<file path="src/design/pressure_moving_average_defines.svh">
// Assertion macros shared by the pressure moving average RTL.
// Included by modules that carry concurrent checks; no other dependencies.
`ifndef PRESSURE_MOVING_AVERAGE_DEFINES_SVH
`define PRESSURE_MOVING_AVERAGE_DEFINES_SVH

// Same-cycle implication, disabled while reset is asserted (active low)
`define PMA_ASSERT_IMPL(name, clk, rst_n, ante, cons) \
    name: assert property (@(posedge clk) disable iff (!rst_n) (ante) |-> (cons)) \
        else $error("pma: same-cycle check failed");

// Next-cycle implication, disabled while reset is asserted (active low)
`define PMA_ASSERT_NEXT(name, clk, rst_n, ante, cons) \
    name: assert property (@(posedge clk) disable iff (!rst_n) (ante) |=> (cons)) \
        else $error("pma: next-cycle check failed");

`endif

</file>
<file path="src/design/pma_ram.sv">
// Generic single-port-write, single-port-read RAM with registered read data.
// No dependencies; holds the sample window of pressure_moving_average.
`timescale 1ns / 1ps
`default_nettype none

module pma_ram #(
    parameter int WIDTH = 16,
    parameter int DEPTH = 256
) (
    input  wire logic                     i_clk,
    input  wire logic                     i_wr_en,
    input  wire logic [$clog2(DEPTH)-1:0] i_wr_addr,
    input  wire logic [WIDTH-1:0]         i_wr_data,
    input  wire logic                     i_rd_en,
    input  wire logic [$clog2(DEPTH)-1:0] i_rd_addr,
    output logic      [WIDTH-1:0]         o_rd_data
);

    logic [WIDTH-1:0] r_mem [DEPTH];
    logic [WIDTH-1:0] r_rd_data;

    // Write port
    always_ff @(posedge i_clk) begin
        if (i_wr_en) begin
            r_mem[i_wr_addr] <= i_wr_data;
        end
    end

    // Registered read port
    always_ff @(posedge i_clk) begin
        if (i_rd_en) begin
            r_rd_data <= r_mem[i_rd_addr];
        end
    end

    assign o_rd_data = r_rd_data;

endmodule

`default_nettype wire

</file>
<file path="config.mk">
export PLATFORM = sky130hd
export DESIGN_NAME = pma_ram
export DESIGN_NICKNAME = d
export VERILOG_FILES = /design/src/design/pressure_moving_average_defines.svh /design/src/design/pma_ram.sv
export SDC_FILE = /design/constraint.sdc
export NUM_CORES = 2
export LEC_CHECK = 0
export BUFFER_PORTS_ARGS = -buffer_cell sky130_fd_sc_hd__buf_4
export CAP_MARGIN = 30
export CORE_ASPECT_RATIO = 1.25
export CORE_MARGIN = 3
export CORE_UTILIZATION = 55
export CTS_CLUSTER_DIAMETER = 40
export DETAILED_ROUTE_END_ITERATION = 7
export MAX_ROUTING_LAYER = met4
export PLACE_DENSITY = 0.79
export SLEW_MARGIN = 20
export SYNTH_ARGS = -nofsm -noshare
export SYNTH_HDL_FRONTEND = slang
export SYNTH_SLANG_ARGS = --single-unit
</file>
<file path="constraint.sdc">
create_clock -name i_clk -period 2.9 [get_ports i_clk]
set_input_delay 0.58 -clock i_clk [delete_from_list [all_inputs] [get_ports i_clk]]
set_output_delay 0.58 -clock i_clk [all_outputs]
set_load 0.02 [all_outputs]
</file>
==> flow_metrics.tcl <==
set metrics [dict create \
    total_count_of_max_transition_violations_in_the_final_report 0 \
    post_dp_hpwl_mm 256 \
    cts.clk_slew.worst_paths_ns 0.07 \
    synth_top_family_by_area "multiplexers" \
    initialDrtViolationCount 13400 \
    syn-cell-area_um2 159000 \
    core_area_um2 287000 \
    wire_length_of_the_first_global_routing_pass_mm 635 \
    postSynthRegisterBits 4112 \
    syn_nets 7395 \
    critPathArrivalTime_ns 3.54 \
    total_leakage_power_uw 0.0601 \
    synth.most_common_cell "sky130_fd_sc_hd__edfxtp_1" \
    grt_util_all_layers_pct 31.0 \
    final.hold.worst_slack_ns 0.0485 \
    ys.warnings.count 0 \
    clock-skew-final_ns 0.0673 \
    synth_compound_gate_area_share_pct 3.53 \
    critPathKind "in2reg" \
    ir_worst_vdd_mv 0.487 \
    ios 51 \
    setup_slack_ns 0.0205 \
    max-slew-margin-rel_pct 40.2 \
    post_synth_and_or_nand_nor_area_fraction_pct 1.57 \
    floorplan.rows 220 \
    total_power_uw 127000 \
    routabilityCongestion 1.05 \
    totalWireLength_mm 448 \
    drt_drc_violations_left 5 \
    crit_path_max_fanout 34 \
    worst-r2r-cell-count 6 \
    netlist_instances 7360 \
    area_share_of_xor_xnor_cells_in_the_synthesized_design_pct 0 \
    violations "design-rule violations" \
    tritoncts.num_buffers 414 \
    worst_hold_endpoint "r_mem[132][15]" \
    critPathRequiredTime_ns 3.56 \
    grt-ovfl-total 0 \
    cell_pwr_density_nw_per_um2 687 \
    first_global_vias 86300 \
    timing.setup.tns_ns 0 \
    nNetsFinal 8374 \
    fmax_ghz 0.347 \
    run_status "complete, but fails checks" \
    whs_path_depth 1 \
    detailedPlace.worstSlack_ns -1.28 \
    clk-insertion-delay-late_ns 0.93 \
    syn_avg_cell_area_um2 21.6 \
    synthArstFlopShare_pct 0 \
    yosys-top-cells-area "sky130_fd_sc_hd__edfxtp_1 78%, sky130_fd_sc_hd__mux4_2 11%, sky130_fd_sc_hd__mux2i_1 3.6%" \
    number_of_enable_flip_flop_cells_after_synthesis 4112 \
    critical_path.endpoint_type "flop" \
    flow.area_growth_from_synthesis_pct 16.3 \
    min-delay-start "i_wr_data[15]" \
    drive_above_1_share_pct 30.1 \
    synth_common_cells "4112 x sky130_fd_sc_hd__edfxtp_1, 797 x sky130_fd_sc_hd__mux4_2, 565 x sky130_fd_sc_hd__mux2i_1" \
    clock_path_buffers 4 \
    min-delay-path-class "in2reg" \
    tritoncts_num_sinks 4112 \
    hold_viol 0 \
    fin_area_um2 185000 \
    clock_tree.root_cell "sky130_fd_sc_hd__clkbuf_16" \
    avgRoutedWirePerCell_um 35.9 \
    grt_max_degree 113 \
    postSynth.topFlopCell "sky130_fd_sc_hd__edfxtp_1" \
    yosysTopAreaCellShare_pct 77.7 \
    worst_r2r_setup_slack_ns 0.11 \
    numPortBuffers 50 \
    ant_nets 0 \
    via_per_inst 6.93 \
    ctsHtreeMaxLevel 5 \
    max_cap_viols 0 \
    synth.yosys.seq_area_share_pct 77.7 \
    detailed_place.area_um2 170000 \
    min_period_ns 2.88 \
    fp.dieW_um 487 \
    dr.pass1.iters 8 \
    die_h_um 607 \
    detailroute.via_count 86400 \
    design.die.area_um2 295000 \
    antenna_found_initial 21 \
    setup_viol 0 \
    fraction_of_the_mapped_netlist_area_in_adder_cells_pct 0 \
    yosysUniqueCellTypes 51 \
    floorplan.initialDensity_pct 55.3 \
    muxShareOfSynthArea_pct 15.5 \
    worst_r2r_endpoint "o_rd_data[11]" \
    worstReg2RegStart "r_mem[48][11]" \
    synthDominantAreaCellType "sky130_fd_sc_hd__edfxtp_1" \
    worst_slew_pin_slew_ns 0.894 \
    min_period_over_period_pct 99.3 \
    cp-start-kind "primary input" \
    tritoncts "yes" \
    hold_buffer_count_at_cts 0 \
]
## where the power goes
group	switching [uW]	leakage, uW	internal, uW
logic	4290	0.0165	2650
clock network	23100	0.00665	31300
registers	125	0.0370	65500
## routing by layer
layer | vias up | wire (um) | GRT usage (%)
li1 | 33300 | - | -
met1 | 44400 | 144000 | 37.0
met4 | 0 | 34300 | 19.3
met5 | - | 0 | -
met3 | 1516 | 53600 | 7.64
met2 | 7232 | 216000 | 47.8
## sequential cells by signal, indices dropped and copies added, names as in the netlist
signal,flops
r_mem,4096
o_rd_data,16
## cells by family (layout without fill, tap and decap cells)
group                  Yosys count  after routing
AND/OR/NAND/NOR                556            556
buffers and inverters          456           1774
flip-flops                    4112           4112
multiplexers                  1450           1450
other                            0             26
AO/OA/AOI/OAI                  786            786
## worst max-delay path, stage by stage
cell and delay, ns:
sky130_fd_sc_hd__buf_8 0.19, sky130_fd_sc_hd__buf_12 0.27, sky130_fd_sc_hd__or2_4 0.35, sky130_fd_sc_hd__buf_12 0.27, sky130_fd_sc_hd__buf_12 0.26, sky130_fd_sc_hd__buf_4 0.24
sky130_fd_sc_hd__o221ai_1 0.22, sky130_fd_sc_hd__o22ai_1 0.26, sky130_fd_sc_hd__nor3_1 0.12, sky130_fd_sc_hd__nor3_4 0.36, sky130_fd_sc_hd__buf_4 0.24, sky130_fd_sc_hd__nor4_1 0.05
## worst max path at each step
stage                 startpoint           end  slack [ns]  cells past startpoint
detailed placement  i_rd_addr[0]  o_rd_data[5]       -1.28                     12
global route        i_rd_addr[1]  o_rd_data[4]       -0.02                     12
CTS                 i_rd_addr[0]  o_rd_data[8]        0.01                     14
floorplan           i_rd_addr[0]  o_rd_data[4]        0.07                      8
global placement    i_rd_addr[0]  o_rd_data[0]       -1.46                     12
finish              i_rd_addr[1]  o_rd_data[5]        0.02                     12
## layout by cell type (no fill, tap or decap), types with 9 or more instances in the layout
cell                            n
sky130_fd_sc_hd__inv_6         33
sky130_fd_sc_hd__a22oi_1       34
sky130_fd_sc_hd__o32ai_1       18
sky130_fd_sc_hd__mux4_2       797
sky130_fd_sc_hd__o21ai_0       36
sky130_fd_sc_hd__bufinv_16     51
sky130_fd_sc_hd__nor2b_1        9
sky130_fd_sc_hd__nand3_1       31
sky130_fd_sc_hd__buf_4        844
sky130_fd_sc_hd__a221oi_1      25
sky130_fd_sc_hd__clkinvlp_4    37
sky130_fd_sc_hd__clkinv_2      54
sky130_fd_sc_hd__clkbuf_1      57
sky130_fd_sc_hd__clkinv_4      27
sky130_fd_sc_hd__edfxtp_1    4112
sky130_fd_sc_hd__o31ai_1       12
sky130_fd_sc_hd__nor4_1        15
sky130_fd_sc_hd__nor2_1       295
sky130_fd_sc_hd__o22ai_1      148
sky130_fd_sc_hd__buf_8         19
sky130_fd_sc_hd__diode_2       26
sky130_fd_sc_hd__mux2_2        88
sky130_fd_sc_hd__and3_1        11
sky130_fd_sc_hd__buf_12       124
sky130_fd_sc_hd__buf_16        12
sky130_fd_sc_hd__nor3_2        10
sky130_fd_sc_hd__nor3_1        81
sky130_fd_sc_hd__a22oi_2        9
sky130_fd_sc_hd__a211oi_1      18
sky130_fd_sc_hd__nor2_2         9
sky130_fd_sc_hd__o221ai_1     245
sky130_fd_sc_hd__clkinv_1      60
sky130_fd_sc_hd__mux2i_1      565
sky130_fd_sc_hd__a21oi_1      172
sky130_fd_sc_hd__a22o_1        32
sky130_fd_sc_hd__nand4_1       26
sky130_fd_sc_hd__nand2_1       38
sky130_fd_sc_hd__clkbuf_16    425
## layout make-up
cell class / count / area (um^2)
antenna: 26 / 65.1
clock buffer: 477 / 10700
clock inverter: 278 / 3090
fill: 17400 / 103000
inverter: 4 / 27.5
multi-input combinational: 2792 / 33000
sequential: 4112 / 123000
tap: 3774 / 4720
timing repair buffer: 1015 / 9690
## per-stage QoR
stage	utilization, %	std cells
2_1_floorplan	-	7360
3_3_place_gp	59.3	11700
3_5_place_dp	59.3	11700
4_1_cts	64.2	12400
5_1_grt	64.3	12500
6_report	64.3	12500
## timing repair
action | in CTS | in global routing
pin swaps | 0 | 3
setup endpoints to repair | 14 | 16
buffers inserted | 0 | 4
resized for setup | 24 | 48
cloned | 1 | 5
Note: power is estimated with default switching activity, not from simulation.
