[src/design/pressure_moving_average_defines.svh]
// Assertion macros shared by the pressure moving average RTL.
// Included by modules that carry concurrent checks; no other dependencies.
`ifndef PRESSURE_MOVING_AVERAGE_DEFINES_SVH
`define PRESSURE_MOVING_AVERAGE_DEFINES_SVH

// Same-cycle implication, disabled while reset is asserted (active low)
`define PMA_ASSERT_IMPL(name, clk, rst_n, ante, cons) \
    name: assert property (@(posedge clk) disable iff (!rst_n) (ante) |-> (cons)) \
        else $error("pma: same-cycle check failed");

// Next-cycle implication, disabled while reset is asserted (active low)
`define PMA_ASSERT_NEXT(name, clk, rst_n, ante, cons) \
    name: assert property (@(posedge clk) disable iff (!rst_n) (ante) |=> (cons)) \
        else $error("pma: next-cycle check failed");

`endif

[src/design/pma_pkg.sv]
// Package for the pressure moving average: constants, register codes and types.
// No dependencies; used by pma_div and pressure_moving_average.
`timescale 1ns / 1ps
`default_nettype none

package pma_pkg;

    // Field widths
    localparam int SAMPLE_W   = 16;
    localparam int AVG_W      = 24;
    localparam int WINDOW_W   = 9;
    localparam int FRAC_W     = 8;

    // Default window store depth
    localparam int MAX_WINDOW_DEFAULT = 256;

    // Register reset values
    localparam logic [WINDOW_W-1:0] WINDOW_RESET = 9'd25;

    // Water column scale: 13.595 = 2719 / 200
    localparam int              SCALE_NUM_BITS = 12;
    localparam int              SCALE_BIT_W    = 4;
    localparam logic [SCALE_NUM_BITS-1:0] SCALE_NUM = 12'd2719;
    localparam int              SCALE_DEN      = 200;
    localparam int              PROD_W         = SAMPLE_W + SCALE_NUM_BITS;

    // Configuration register indexes
    localparam int CFG_IDX_W = 1;
    typedef enum logic [CFG_IDX_W-1:0] {
        REG_WINDOW_LENGTH = 1'b0,
        REG_UNIT_SELECT   = 1'b1
    } t_cfg_reg;

    // Sequencer states
    typedef enum logic [2:0] {
        ST_IDLE,
        ST_MUL,
        ST_SCALE_GO,
        ST_SCALE_WAIT,
        ST_UPDATE,
        ST_MEAN_GO,
        ST_MEAN_WAIT,
        ST_DONE
    } t_state;

    // Divider status back to the sequencer
    typedef struct packed {
        logic busy;
        logic done;
    } t_div_status;

endpackage

`default_nettype wire

[src/design/pma_div.sv]
// Bit-serial restoring divider: one quotient bit per cycle, DW quotient bits per divide.
// Depends on pma_pkg (t_div_status).
`timescale 1ns / 1ps
`default_nettype none

module pma_div #(
    parameter int DW = 32,
    parameter int VW = 9
) (
    input  wire logic        i_clk,
    input  wire logic        i_rst_n,
    input  wire logic        i_start,
    input  wire logic [DW-1:0] i_dividend,
    input  wire logic [VW-1:0] i_divisor,
    output pma_pkg::t_div_status o_stat,
    output logic      [DW-1:0] o_quotient
);

    localparam int CNT_W = $clog2(DW + 1);

    logic              r_busy, n_busy;
    logic              r_done, n_done;
    logic [CNT_W-1:0]  r_cnt, n_cnt;
    logic [VW-1:0]     r_rem, n_rem;
    logic [DW-1:0]     r_quo, n_quo;
    logic [VW-1:0]     r_dsr, n_dsr;

    logic [VW:0]       trial;
    logic [VW:0]       diff;
    logic              ge;

    // One restoring step: bring down the next dividend bit, try subtract
    always_comb begin
        trial = {r_rem, r_quo[DW-1]};
        ge    = (trial >= {1'b0, r_dsr});
        diff  = trial - {1'b0, r_dsr};
    end

    // Next-value logic
    always_comb begin
        n_busy = r_busy;
        n_done = 1'b0;
        n_cnt  = r_cnt;
        n_rem  = r_rem;
        n_quo  = r_quo;
        n_dsr  = r_dsr;
        if (i_start) begin
            n_busy = 1'b1;
            n_cnt  = '0;
            n_rem  = '0;
            n_quo  = i_dividend;
            n_dsr  = i_divisor;
        end else if (r_busy) begin
            n_rem = ge ? diff[VW-1:0] : trial[VW-1:0];
            n_quo = {r_quo[DW-2:0], ge};
            n_cnt = r_cnt + 1'b1;
            if (r_cnt == CNT_W'(DW - 1)) begin
                n_busy = 1'b0;
                n_done = 1'b1;
            end
        end
    end

    // Control registers
    always_ff @(posedge i_clk) begin
        if (!i_rst_n) begin
            r_busy <= 1'b0;
            r_done <= 1'b0;
        end else begin
            r_busy <= n_busy;
            r_done <= n_done;
        end
    end

    // Datapath registers
    always_ff @(posedge i_clk) begin
        r_cnt <= n_cnt;
        r_rem <= n_rem;
        r_quo <= n_quo;
        r_dsr <= n_dsr;
    end

    assign o_stat.busy = r_busy;
    assign o_stat.done = r_done;
    assign o_quotient  = r_quo;

endmodule

`default_nettype wire

[config.mk]
export PLATFORM = sky130hd
export DESIGN_NAME = pma_div
export DESIGN_NICKNAME = d
export VERILOG_FILES = /design/src/design/pressure_moving_average_defines.svh /design/src/design/pma_pkg.sv /design/src/design/pma_div.sv
export SDC_FILE = /design/constraint.sdc
export NUM_CORES = 1
export LEC_CHECK = 0
export BUFFER_PORTS_ARGS = -buffer_cell sky130_fd_sc_hd__buf_4
export CORE_MARGIN = 3
export CORE_UTILIZATION = 56
export DETAILED_ROUTE_END_ITERATION = 10
export GPL_TIMING_DRIVEN = 0
export PLACE_DENSITY_LB_ADDON = 0.08
export SYNTH_ARGS = -nofsm -noshare
export SYNTH_HDL_FRONTEND = slang
export SYNTH_SLANG_ARGS = --single-unit
[constraint.sdc]
create_clock -name i_clk -period 4.7 [get_ports i_clk]
set_input_delay 0.235 -clock i_clk [delete_from_list [all_inputs] [get_ports i_clk]]
set_output_delay 0.235 -clock i_clk [all_outputs]
set_load 0.05 [all_outputs]
==> results.sh <==
export IMPL_yosys_area_share_simple=0.101
export IMPL_worstMarginPinSlew_ns=0.740
export IMPL_whs_ns=0.0860
export IMPL_clock_insertion_delay_worst_skew_ns=0.32
export IMPL_antenna_found_initial=0
export IMPL_yosysSeqAreaShare=0.540
export IMPL_antenna_cells=0
export IMPL_nets=369
export IMPL_grt_overflow=0
export IMPL_synth_adder_area_share=0.0498
export IMPL_grt_usage=0.193
export IMPL_cp_cell_sequence="inv_1 > ha_1 > inv_1 > fa_1 > a211oi_4 > o21ai_2 > a211oi_4 > buf_6 > nand2_1 > a311oi_1"
export IMPL_vias=2058
export IMPL_grt_max_degree=33
export IMPL_post_drt_via_cell_ratio=5.33
export IMPL_grt_pass1_vias=2032
export IMPL_synth_top_family_by_area="multiplexers"
export IMPL_post_cts_setup_buffer_count=0
export IMPL_cts_hold_buf=0
export IMPL_final_area_mm2=0.00373
export IMPL_clk_pin_slew_ns=0.06
export IMPL_ys_types=47
export IMPL_core_mm2=0.00488
export IMPL_hold_viol=0
export IMPL_critPathArrivalTime_ns=2.84
export IMPL_hpwl_mm=4.23
export IMPL_io_buffers=77
export IMPL_dp_slack_ns=2.11
export IMPL_yosys_warnings=0
export IMPL_slew_headroom=0.507
export IMPL_synth_flop_cell="edfxtp_1"
export IMPL_slowest_stage="a211oi_4"
export IMPL_synth_xor_area_frac=0.0241
export IMPL_cts_buffer_depth=2
export IMPL_tns_ns=0
export IMPL_synth_seq_cells=58
export IMPL_syn_avg_cell_area_um2=12.9
export IMPL_status="finished, final reports clean"
export IMPL_async_flop_share=0
export IMPL_crit_type="flop to flop"
export IMPL_synth_edff_count=41
export IMPL_ctsRootBufferMaster="clkbuf_8"
export IMPL_cts_sinks=58
export IMPL_required_ns=4.93
export IMPL_routed_wl_mm=5.72
export IMPL_fin_crit_sh=0.555
export IMPL_layout_commonest_cell="buf_4"
export IMPL_slowest_delay_ns=0.44
export IMPL_start_kind="flop"
export IMPL_synth_compound_area_share=0.0833
export IMPL_synth_nets=281
export IMPL_max_freq_mhz=383
export IMPL_first_pass_iters=4
export IMPL_cts_resized=0
export IMPL_cellPowerDensity_mw_per_mm2=372
export IMPL_cap_viol_max_count=0
export IMPL_critPathMaxFanout=10
export IMPL_placed_cell_area_mm2=0.00357
export IMPL_syn_to_final_growth_pct=28.0
export IMPL_wl_per_cell_um=14.8
export IMPL_syn_inst=226
export IMPL_dr_first_iter_drc_count=64
export IMPL_dieArea_mm2=0.00610
export IMPL_final_cell_mix="79 x buf_4, 41 x edfxtp_1, 31 x mux2_2"
export IMPL_crit_family="compound AO/OA/AOI/OAI gates"
export IMPL_fp_row_count=25
export IMPL_io_pins=78
export IMPL_die_y_um=78.1
export IMPL_cts_tree="done"
export IMPL_rsz0062_at_grt="no"
export IMPL_peakVddDrop_uv=279
export IMPL_cp_end_kind="flop"
export IMPL_htreeDepth=3
export IMPL_die_width_um=78.1
export IMPL_finClkSkew_ns=0.00706
export IMPL_netlist_area_mm2=0.00291
export IMPL_period_needed_ns=2.61
export IMPL_placed_cells=370
export IMPL_synth_area_mux_share=0.154
export IMPL_grt_pass1_wl_mm=9.19
export IMPL_gp_congestion=0.812
export IMPL_fin_cells=386
export IMPL_crit_buf_inv=3
export IMPL_layout_setup_ws_ns=2.09
export IMPL_drive_gt1_frac=0.426
export IMPL_min_path_type="input pin to flop"
export IMPL_initial_core_util=0.597
export IMPL_finalSetupViolCount=0
export IMPL_p_leak_nw=1.59
export IMPL_slew_violations=0
export IMPL_drc_errors=0
export IMPL_cts_buffers=9
export IMPL_detail_route_antenna_nets=0
[per-layer routing]
metal  GRT usage  vias to the layer above  part of all wire
met5           0                        -                 0
met4      0.0472                        0            0.0063
met3      0.0528                        6             0.071
met2       0.332                       74              0.49
met1       0.240                      964              0.43
li1            -                     1014                 -
[flip-flops by register name (all words and copies together) (netlist names)]
signal and count:
r_done 1, r_cnt 6, r_busy 1, r_dsr 9, r_rem 9, o_quotient 32
[report_power, final]
group / internal, W / switching [W]
Clock: 0.000186 / 0.000179
Sequential: 0.000604 / 0.0000260
Combinational: 0.000159 / 0.000235
[cells by family after synthesis]
group / after synthesis
xor+xnor: 8
buf+inv: 24
mux: 41
flops: 58
simple gates: 55
compound gates: 29
fa+ha+maj: 11
[final timing paths]
kind | start | end | slack, ns | depth (start not counted)
worst min register to register | r_cnt[5]$_SDFFE_PP0P_ | r_done$_SDFF_PP0_ | 0.47 | 1
worst min-delay path | i_divisor[4] | r_dsr[4]$_DFFE_PP_ | 0.09 | 1
worst max-delay path | o_quotient[31]$_DFFE_PP_ | r_rem[5]$_SDFFE_PP0P_ | 2.09 | 10
worst max register to register | o_quotient[31]$_DFFE_PP_ | r_rem[5]$_SDFFE_PP0P_ | 2.09 | 10
[synth_stat cells, drive strengths merged, types with 2 or more instances]
library cell   n  area, um2
o21ai          3       18.8
buf            8       76.3
xor2           7       61.3
inv           11       41.3
nand2b         2       12.5
clkbuf         5       22.5
or2            2       12.5
nand3b         3       22.5
mux2          31        349
nand4b         3       26.3
a311oi         3       26.3
a21o           2       15.0
dfxtp         17        340
a21oi          5       28.8
nand3          4       20.0
mux2i         10        100
edfxtp        41       1230
nand2         13       48.8
a211oi         6       70.1
ha            10        125
nand4          2       12.5
nor4           2       27.5
nor2          18       67.6
o211ai         3       22.5
[worst reg2reg max path: cells and delay by family (launching register included)]
family / cells / cell delay, ns
buffers and inverters: 3 / 0.35
DFF: 1 / 0.40
and+or+nand+nor: 1 / 0.06
adders and majority gates: 2 / 0.58
AOI/OAI and AO/OA: 4 / 1.15
[metrics by stage]
stage | power [W] | utilization
2_1_floorplan | 0.000919 | -
3_3_place_gp | 0.00102 | 0.733
3_5_place_dp | 0.00103 | 0.733
4_1_cts | 0.00140 | 0.764
5_1_grt | 0.00145 | 0.764
6_report | 0.00139 | 0.764
[area by class of cell]
cell class | instances | area, um2
fillers | 342 | 1150
well taps | 67 | 83.8
flip-flops and latches | 58 | 1570
inverters | 11 | 41.3
plain buffers | 13 | 98.8
repair buffers | 77 | 578
clock inverters | 4 | 18.8
multi-input cells | 144 | 1200
clock buffers | 12 | 135
Note: power is estimated with default switching activity, not from simulation.
